`config.mk`:
```
export PLATFORM = sky130hd
export DESIGN_NAME = pubsub_subscription_table
export DESIGN_NICKNAME = d
export VERILOG_FILES = /design/src/design/pst_pkg.sv /design/src/design/pubsub_subscription_table.sv
export SDC_FILE = /design/constraint.sdc
export NUM_CORES = 2
export LEC_CHECK = 0
export BUFFER_PORTS_ARGS = -buffer_cell sky130_fd_sc_hd__buf_2
export CAP_MARGIN = 20
export CORE_ASPECT_RATIO = 0.6
export CORE_MARGIN = 2
export CORE_UTILIZATION = 45
export CTS_CLUSTER_DIAMETER = 80
export DETAILED_ROUTE_END_ITERATION = 12
export GPL_ROUTABILITY_DRIVEN = 0
export PLACE_DENSITY = 0.62
export REMOVE_ABC_BUFFERS = 1
export SLEW_MARGIN = 5
export SYNTH_ARGS = -nofsm -noshare
export SYNTH_HDL_FRONTEND = slang
export SYNTH_SLANG_ARGS = --single-unit
```
`constraint.sdc`:
```
create_clock -name clk -period 10.2 [get_ports clk]
set_input_delay 1.02 -clock clk [delete_from_list [all_inputs] [get_ports clk]]
set_output_delay 1.02 -clock clk [all_outputs]
set_load 0.1 [all_outputs]
```
`src/design/pst_pkg.sv`:
```
package pst_pkg;

    localparam int TABLE_SIZE  = 16;
    localparam int TOPIC_SLOTS = 4;
    localparam int IDX_W       = $clog2(TABLE_SIZE);
    localparam int CNT_W       = $clog2(TABLE_SIZE + 1);
    localparam int LIST_W      = 8 * TOPIC_SLOTS;
    localparam logic [7:0] EMPTY_SLOT = 8'hFF;

    typedef enum logic [2:0] {
        CMD_SUBSCRIBE   = 3'd0,
        CMD_UNSUBSCRIBE = 3'd1,
        CMD_ADVERTISE   = 3'd2,
        CMD_UNADVERTISE = 3'd3,
        CMD_REPLACE     = 3'd4,
        CMD_FIND        = 3'd5
    } cmd_t;

    typedef enum logic [1:0] {
        ST_DONE      = 2'd0,
        ST_FULL      = 2'd1,
        ST_FOUND     = 2'd2,
        ST_NONE      = 2'd3
    } status_t;

    typedef enum logic [2:0] {
        S_IDLE,
        S_LOOK,
        S_WRITE,
        S_SCAN,
        S_FLUSH
    } state_t;

    function automatic logic has_topic(input logic [LIST_W-1:0] list,
                                       input logic [7:0] t);
        logic hit;
        hit = 1'b0;
        for (int i = 0; i < TOPIC_SLOTS; i++)
            if (list[8*i +: 8] == t)
                hit = 1'b1;
        return hit;
    endfunction

    function automatic logic [LIST_W-1:0] insert_topic(input logic [LIST_W-1:0] list,
                                                       input logic [7:0] t);
        logic [LIST_W-1:0] res;
        logic done;
        res  = list;
        done = has_topic(list, t);
        for (int i = 0; i < TOPIC_SLOTS; i++)
            if (!done && list[8*i +: 8] == EMPTY_SLOT)
            begin
                res[8*i +: 8] = t;
                done = 1'b1;
            end
        return res;
    endfunction

    function automatic logic [LIST_W-1:0] remove_topic(input logic [LIST_W-1:0] list,
                                                       input logic [7:0] t);
        logic [LIST_W-1:0] res;
        logic [LIST_W-1:0] shifted;
        logic hit;
        res     = list;
        shifted = {EMPTY_SLOT, list[LIST_W-1:8]};
        hit     = 1'b0;
        for (int i = 0; i < TOPIC_SLOTS; i++)
        begin
            if (!hit && list[8*i +: 8] == t)
                hit = 1'b1;
            if (hit)
                res[8*i +: 8] = shifted[8*i +: 8];
        end
        return res;
    endfunction

    function automatic logic [LIST_W-1:0] unpack_list(input logic [31:0] packed_in);
        logic [LIST_W-1:0] res;
        for (int i = 0; i < TOPIC_SLOTS; i++)
            res[8*i +: 8] = (i < 4) ? packed_in[(8*i) % 32 +: 8] : EMPTY_SLOT;
        return res;
    endfunction

endpackage

```
`src/design/pubsub_subscription_table.sv`:
```
// Channel | Ports                                              | Handshake
// command | command node_ip topic published_list subscribed_list | start & !busy
// result  | status subscriber_ip last                          | result_valid, 1 cycle
// config  | self_ip_wdata                                      | self_ip_we
//
// Lookup reads one record a cycle from the table memory (registered read)
// and stops on the first match, and busy holds until the command is done;
// a find-subscribers command whose self record has the topic then scans
// the whole table once more for subscribers.
// Reset clears the entry count, self address and control; records are
// undefined until written. The receiver cannot stall: each word shows for
// one cycle with result_valid.
module pubsub_subscription_table
    import pst_pkg::*;
(
    input  logic        clk,
    input  logic        rst_n,
    input  logic        start,
    output logic        busy,
    input  logic [2:0]  command,
    input  logic [31:0] node_ip,
    input  logic [6:0]  topic,
    input  logic [31:0] published_list,
    input  logic [31:0] subscribed_list,
    input  logic        self_ip_we,
    input  logic [31:0] self_ip_wdata,
    output logic        result_valid,
    output logic [1:0]  status,
    output logic [31:0] subscriber_ip,
    output logic        last
);

    // table memory: key, published list, subscribed list per entry
    logic [31:0]       key_mem [TABLE_SIZE];
    logic [LIST_W-1:0] pub_mem [TABLE_SIZE];
    logic [LIST_W-1:0] sub_mem [TABLE_SIZE];

    logic [31:0]       rd_key;
    logic [LIST_W-1:0] rd_pub, rd_sub;

    state_t state_reg, state_next;
    logic [CNT_W-1:0] count_reg, count_next;
    logic [CNT_W-1:0] addr_reg, addr_next;   // address issued
    logic             rvld_reg, rvld_next;   // read data valid this cycle
    logic [IDX_W-1:0] ridx_reg, ridx_next;   // index of the read data
    logic             hit_reg, hit_next;
    logic [IDX_W-1:0] hidx_reg, hidx_next;
    logic [LIST_W-1:0] hpub_reg, hpub_next, hsub_reg, hsub_next;
    logic [31:0]      self_reg;
    logic [2:0]       cmd_reg;
    logic [31:0]      ip_reg, pl_reg, sl_reg;
    logic [7:0]       t_reg;
    // pending subscriber held back until the next one shows or scan ends
    logic             pend_reg, pend_next;
    logic [31:0]      pip_reg, pip_next;

    logic             we;
    logic [IDX_W-1:0] widx;
    logic [31:0]      wkey;
    logic [LIST_W-1:0] wpub, wsub;
    logic [31:0]      match_key;
    logic             rd_match;

    logic             ov;
    logic [1:0]       ost;
    logic [31:0]      oip;
    logic             olast;

    // synchronous read, write-first is not needed: no overlap with writes
    always_ff @(posedge clk)
    begin
        if (we)
        begin
            key_mem[widx] <= wkey;
            pub_mem[widx] <= wpub;
            sub_mem[widx] <= wsub;
        end
        rd_key <= key_mem[addr_reg[IDX_W-1:0]];
        rd_pub <= pub_mem[addr_reg[IDX_W-1:0]];
        rd_sub <= sub_mem[addr_reg[IDX_W-1:0]];
    end

    always_ff @(posedge clk or negedge rst_n)
    begin
        if (!rst_n)
        begin
            state_reg    <= S_IDLE;
            count_reg    <= '0;
            self_reg     <= '0;
            rvld_reg     <= 1'b0;
            pend_reg     <= 1'b0;
            result_valid <= 1'b0;
        end
        else
        begin
            state_reg    <= state_next;
            count_reg    <= count_next;
            rvld_reg     <= rvld_next;
            pend_reg     <= pend_next;
            result_valid <= ov;
            if (self_ip_we)
                self_reg <= self_ip_wdata;
        end
    end

    always_ff @(posedge clk)
    begin
        addr_reg   <= addr_next;
        ridx_reg   <= ridx_next;
        hit_reg    <= hit_next;
        hidx_reg   <= hidx_next;
        hpub_reg   <= hpub_next;
        hsub_reg   <= hsub_next;
        pip_reg    <= pip_next;
        status        <= ost;
        subscriber_ip <= oip;
        last          <= olast;
        if (start && !busy)
        begin
            cmd_reg <= command;
            ip_reg  <= node_ip;
            t_reg   <= {1'b0, topic};
            pl_reg  <= published_list;
            sl_reg  <= subscribed_list;
        end
    end

    assign busy      = (state_reg != S_IDLE);
    assign match_key = (cmd_reg == CMD_FIND) ? self_reg : ip_reg;
    assign rd_match  = rvld_reg && (rd_key == match_key);

    // next state
    always_comb
    begin
        state_next = state_reg;
        case (state_reg)
            S_IDLE:
                if (start)
                    state_next = S_LOOK;
            S_LOOK:
                if (!rvld_reg && addr_reg >= count_reg)
                    state_next = S_WRITE;
                else if (rd_match)
                    state_next = S_WRITE;
            S_WRITE:
                if (cmd_reg == CMD_FIND)
                    state_next = (hit_reg && has_topic(hpub_reg, t_reg)) ? S_SCAN : S_IDLE;
                else
                    state_next = S_IDLE;
            S_SCAN:
                if (!rvld_reg && addr_reg >= count_reg)
                    state_next = S_FLUSH;
            S_FLUSH:
                state_next = S_IDLE;
            default:
                state_next = S_IDLE;
        endcase
    end

    // datapath and outputs
    always_comb
    begin
        count_next  = count_reg;
        addr_next   = addr_reg;
        rvld_next   = 1'b0;
        ridx_next   = addr_reg[IDX_W-1:0];
        hit_next    = hit_reg;
        hidx_next   = hidx_reg;
        hpub_next   = hpub_reg;
        hsub_next   = hsub_reg;
        pend_next   = pend_reg;
        pip_next    = pip_reg;
        we   = 1'b0;
        widx = hidx_reg;
        wkey = ip_reg;
        wpub = hpub_reg;
        wsub = hsub_reg;
        ov    = 1'b0;
        ost   = ST_DONE;
        oip   = '0;
        olast = 1'b1;
        case (state_reg)
            S_IDLE:
            begin
                addr_next   = '0;
                hit_next    = 1'b0;
                pend_next   = 1'b0;
            end
            S_LOOK:
            begin
                // issue reads while below count; stop on the first match
                if (rd_match)
                begin
                    hit_next  = 1'b1;
                    hidx_next = ridx_reg;
                    hpub_next = rd_pub;
                    hsub_next = rd_sub;
                end
                else if (addr_reg < count_reg)
                begin
                    rvld_next = 1'b1;
                    addr_next = addr_reg + 1'b1;
                end
            end
            S_WRITE:
            begin
                addr_next = '0;
                if (cmd_reg == CMD_FIND)
                begin
                    if (!(hit_reg && has_topic(hpub_reg, t_reg)))
                    begin
                        ov  = 1'b1;
                        ost = ST_NONE;
                    end
                end
                else if (cmd_reg > CMD_FIND)
                    ov = 1'b1;
                else if (!hit_reg && count_reg >= CNT_W'(TABLE_SIZE))
                begin
                    ov  = 1'b1;
                    ost = ST_FULL;
                end
                else
                begin
                    ov  = 1'b1;
                    we  = 1'b1;
                    if (hit_reg)
                    begin
                        widx = hidx_reg;
                        case (cmd_reg)
                            CMD_SUBSCRIBE:   wsub = insert_topic(hsub_reg, t_reg);
                            CMD_UNSUBSCRIBE: wsub = remove_topic(hsub_reg, t_reg);
                            CMD_ADVERTISE:   wpub = insert_topic(hpub_reg, t_reg);
                            CMD_UNADVERTISE: wpub = remove_topic(hpub_reg, t_reg);
                            default:
                            begin
                                wpub = unpack_list(pl_reg);
                                wsub = unpack_list(sl_reg);
                            end
                        endcase
                    end
                    else
                    begin
                        widx = count_reg[IDX_W-1:0];
                        count_next = count_reg + 1'b1;
                        wpub = {TOPIC_SLOTS{EMPTY_SLOT}};
                        wsub = {TOPIC_SLOTS{EMPTY_SLOT}};
                        case (cmd_reg)
                            CMD_SUBSCRIBE:  wsub[7:0] = t_reg;
                            CMD_ADVERTISE:  wpub[7:0] = t_reg;
                            CMD_REPLACE:
                            begin
                                wpub = unpack_list(pl_reg);
                                wsub = unpack_list(sl_reg);
                            end
                            default: ;
                        endcase
                    end
                end
            end
            S_SCAN:
            begin
                if (addr_reg < count_reg)
                begin
                    rvld_next = 1'b1;
                    addr_next = addr_reg + 1'b1;
                end
                // hold one subscriber back so the final one can carry last
                if (rvld_reg && rd_key != self_reg && has_topic(rd_sub, t_reg))
                begin
                    if (pend_reg)
                    begin
                        ov    = 1'b1;
                        ost   = ST_FOUND;
                        oip   = pip_reg;
                        olast = 1'b0;
                    end
                    pend_next = 1'b1;
                    pip_next  = rd_key;
                end
            end
            S_FLUSH:
            begin
                ov = 1'b1;
                if (pend_reg)
                begin
                    ost = ST_FOUND;
                    oip = pip_reg;
                end
                else
                    ost = ST_NONE;
                pend_next = 1'b0;
            end
            default: ;
        endcase
    end

endmodule

```
* Word-level counts from Yosys, hierarchy flattened
Memories as Yosys holds them, arrays and structs flattened. A register that Yosys moved wholly into a read port is not among the register bits. Index checks and enable logic that the tools add are counted.
Word-level totals: flip-flop bits (word level) 294, RAM bits 1536, input bits 142, output and inout bits 37, memories kept 3
Memories:
- key_mem | depth 16, width 32, rd ports 1, clocked after Yosys merged registers in 1, wr ports 1, line pubsub_subscription_table.sv:34 | logic [31:0] key_mem [TABLE_SIZE];
- pub_mem | depth 16, width 32, rd ports 1, clocked after Yosys merged registers in 1, wr ports 1, line pubsub_subscription_table.sv:35 | logic [LIST_W-1:0] pub_mem [TABLE_SIZE];
- sub_mem | depth 16, width 32, rd ports 1, clocked after Yosys merged registers in 1, wr ports 1, line pubsub_subscription_table.sv:36 | logic [LIST_W-1:0] sub_mem [TABLE_SIZE];
Cells by class: $add $sub $neg 2, order comparisons 4, eq/ne operators 37, mux-type cells 201, bitwise operators 4, reduce and logical (&&, ||, !) cells 55
Operator list (count):
- $mux W32 | 13
- $pmux W32 S3 | 2
- $mux W1 | 141
- $mux W8 | 16
- $eq A8 B7 Y1 | 12
- $eq A8 B8 Y1 const B | 8
- $pmux W32 S2 | 1
- $mux W24 | 2
- $eq A32 B32 Y1 | 1
- $ne A32 B32 Y1 | 1
- $pmux W8 S2 | 2
- $logic_and A1 B1 Y1 | 21
- $mux W4 | 5
- $logic_not A1 Y1 | 17
- $pmux W5 S3 | 1
- $eq A3 B2 Y1 const B | 4
- $mux W2 | 6
- $mux W3 | 4
- $pmux W3 S4 | 1
- $add A5 B1 Y5 const B | 2
- $mux W5 | 2
- $ne A2 B2 Y1 const B | 5
- $reduce_and A2 Y1 | 5
- $eq A3 B3 Y1 const B | 3
- 16 further kinds | 28

* Logic depth before layout (Yosys ltp)
depth after elaboration 47, gate-level depth with buffers 12, depth with buffers taken out 9

* Worst setup path after synthesis
No wires, ideal clock.
path type reg2reg, start point register state_reg[1], end point register cmd_reg[0], enable pin, setup time 571 ps, data arrival time 5993 ps, required time 9629 ps, slack 3635 ps, stages on the path, launching flop included 4, path buffers 1, period minus slack after synthesis 6565 ps, cells stage by stage dfrtp_1 > buf_1 > or3_1 > nor2_1
Between the ends: longest elaborated chain between the ends 3
RTL lines:
- from (decl) | line pubsub_subscription_table.sv:41 | state_t state_reg, state_next;
- from (signal assigned) | line pubsub_subscription_table.sv:96 | state_reg <= state_next;
- $reduce_bool A3 Y1 | line pubsub_subscription_table.sv:128 | assign busy = (state_reg != S_IDLE);
- net busy | line pubsub_subscription_table.sv:19 | output logic busy,
- $logic_not A1 Y1 | line pubsub_subscription_table.sv:118 | if (start && !busy)
- $logic_and A1 B1 Y1 | line pubsub_subscription_table.sv:118
- to (signal assigned) | line pubsub_subscription_table.sv:120 | cmd_reg <= command;
- to (decl) | line pubsub_subscription_table.sv:50 | logic [2:0] cmd_reg;
The timed path passes the listed nets, and every way through them passes these cells. A chain may end at the register's enable or synchronous reset.

* Final worst setup path
start point register state_reg[0], end point memory pub_mem[6][23] in the netlist's numbering, enable pin
Between the ends: longest elaborated chain between the ends 4
RTL lines:
- $eq A3 B2 Y1 * | line pubsub_subscription_table.sv:182 | case (state_reg)
- $mux W1 | line pubsub_subscription_table.sv:182
- $mux W1 | line pubsub_subscription_table.sv:72 | if (we)
- $mux W1 (implied by the code) | line pubsub_subscription_table.sv:75 | pub_mem[widx] <= wpub;
- to (decl) | line pubsub_subscription_table.sv:35
Every way passes the cells marked *; elsewhere a longest branch is shown, timed or not.

==> qor.yml <==
fmax_mhz: 182.6
clock_latency_ps: 850
maxSlewHeadroom: 0.1963
synthCells: 3528
finalHoldViolCount: 0
hp-class: "in -> async"
dpl_worst_slack_ps: 4941
pwr_density_cell_nw_per_um2: 241.7
synthFlopType: "edfxtp_1"
yosys_warnings: 0
synthArstFlopShare: 0.02233
critical_path_buf_inv_count: 2
place.port_buffers: 178
critical_path.slowest_cell: "nor2_4"
min_period_ps: 5477
grt_max_degree: 157
tns_ps: 0
initial_core_util: 0.4525
crit_family: "simple AND/OR/NAND/NOR gates"
ys_seq_elements: 1926
synth_area_sq_um: 74030
die_x_microns: 527.6
dp_hpwl_microns: 100800
post_cts_buffers: 0
final_cell_mix: "edfxtp_1 (1748), mux4_2 (480), clkbuf_16 (182)"
post_cts_resize_count: 0
cts_tree: "built"
rows: 115
drc: 0
syn_area_per_cell_sq_um: 20.98
setup_viol: 0
end_kind: "flip-flop"
criticalPathCategory: "reg -> reg"
skew_ps: 68.20
maxSlewViolCount: 0
cp-start-kind: "flip-flop"
ys_seq_area_frac: 0.7601
syn_to_final_growth_pct: 13.00
synth-edff-count: 1748
mostFrequentLayoutCell: "edfxtp_1"
grt_setup_unrepaired: "false"
dieHeight_microns: 318.2
wirelength_microns: 181100
nets: 3984
gr-usage-all-layers: 0.2147
ir_drop_mv: 0.2212
grt_pass1_vias: 36504
reg.largest.list: "key_mem: 512 flops, pub_mem: 512 flops, sub_mem: 512 flops"
yosysUniqueCellTypes: 84
ant_nets: 0
antenna_found_initial: 3
antenna_cells: 0
status: "finished clean"
root_buffer: "clkbuf_16"
wl_per_cell_microns: 29.51
drt_first_pass_iters: 8
dieArea_sq_um: 167900
cts_htree_levels: 4
core_sq_um: 163600
cts.path.max_buffers: 4
overflow: 0
grt_pass1_wl_microns: 261800
drive_gt1_frac: 0.2826
tightest_slew_ps: 1205
drt-vias-per-instance: 6.022
vias: 36960
slowest_delay_ps: 980
crit_path_frequent_cell: "buf_4"
cts.hold.buffers_added: 0
p_leak_nw: 26.44
worstPathArrival_ps: 5890
cts-buffers-inserted: 182
reg2reg_depth: 9
crit_fanout: 38
finalCritPeriodShare: 0.5369
path_cells: "nor2_2 -> nand3_1 -> a21oi_4 -> buf_4 -> nand2_1 -> nor3_1 -> a31oi_1 -> nor2_4 -> buf_4"
worst_slack_ps: 4723
drv_cap: 0
cts.sinks: 1926
cp.required_ps: 10620
critical_path_depth: 9
drt_iter0_markers: 4892
clk_pin_slew_ps: 70
ios: 179
fillCellCount: 12803
-- final timing paths --
check,start,to,slack (ps)
min,rst_n,self_reg[11]$_DFFE_PN0P_,340
min reg2reg,ridx_reg[2]$_DFF_P_,hidx_reg[2]$_DFFE_PP_,400
min in group clk,published_list[12],pl_reg[12]$_DFFE_PP_,340
max in group asynchronous,rst_n,self_reg[0]$_DFFE_PN0P_,9360
max reg2reg,state_reg[0]$_DFFE_PN0P_,pub_mem[6][23]$_DFFE_PP_,4720
max,state_reg[0]$_DFFE_PN0P_,pub_mem[6][23]$_DFFE_PP_,4720
-- layout make-up --
cell class / instances / area (sq um) / area share
Timing Repair Buffer: 298 / 1912 / 0.02285
Clock buffer: 239 / 4949 / 0.05916
Sequential cell: 1926 / 56270 / 0.6727
Multi-Input combinational cell: 1379 / 16960 / 0.2028
Clock inverter: 84 / 673.1 / 0.008047
Inverter: 48 / 180.2 / 0.002154
Tap cell: 2164 / 2708 / 0.03237
-- worst register-to-register path: cells and delay by family (launching register included) --
family | cells | cell delay, ps
simple gates | 5 | 2360
buf+inv | 2 | 1260
compound gates | 2 | 870
flops | 1 | 460
-- metal layers --
layer	global-route usage	vias up	share of wire
met5	0	-	0
met4	0.05196	0	0.023
met3	0.04358	279	0.087
met2	0.3033	1699	0.43
met1	0.3411	19710	0.46
li1	-	15272	-
-- stage by stage --
stage,power [mW],instances,cell area (sq um),hold WS [ps],utilization
after floorplan,13.43,3353,73230,385.5,-
after global placement,13.84,5794,77850,386.3,0.4759
after detailed placement,13.87,5798,77890,388.7,0.4761
after CTS,20.37,6121,83510,292.5,0.5104
after global routing,20.98,6138,83650,311.8,0.5113
final,20.22,6138,83650,339.1,0.5113
-- power by group --
group,leakage [nW],switching [mW],internal [mW]
Clock,2.76,2.89,3.62
Combinational,6.29,2.07,1.68
Sequential,17.4,0.543,9.42
Total,26.4,5.50,14.7
-- cell usage after synthesis (all sizes together) (27+ instances only) --
cell,n,area share
nor2,98,0.0053
nor4,37,0.0036
edfxtp,1748,0.71
nand2,88,0.0046
o21ai,71,0.0048
inv,48,0.0024
xor2,127,0.015
nand4,27,0.0027
o22ai,44,0.0037
clkbuf,107,0.0054
and2,41,0.0035
dfxtp,135,0.037
buf,68,0.0054
dfrtp,43,0.015
mux4,480,0.15
a21oi,69,0.0047
-- cell families (layout without fill, tap and decap cells) --
group           Yosys count  count (layout)  share of synthesized area
compound gates          337             337                    0.03061
xor+xnor                138             138                    0.01633
buf+inv                 223             669                    0.01327
flops                  1926            1926                     0.7601
simple gates            383             383                    0.02746
fa+ha+maj                 7               7                   0.001183
mux                     514             514                     0.1511
No activity file was read; power rests on OpenSTA's default activity.
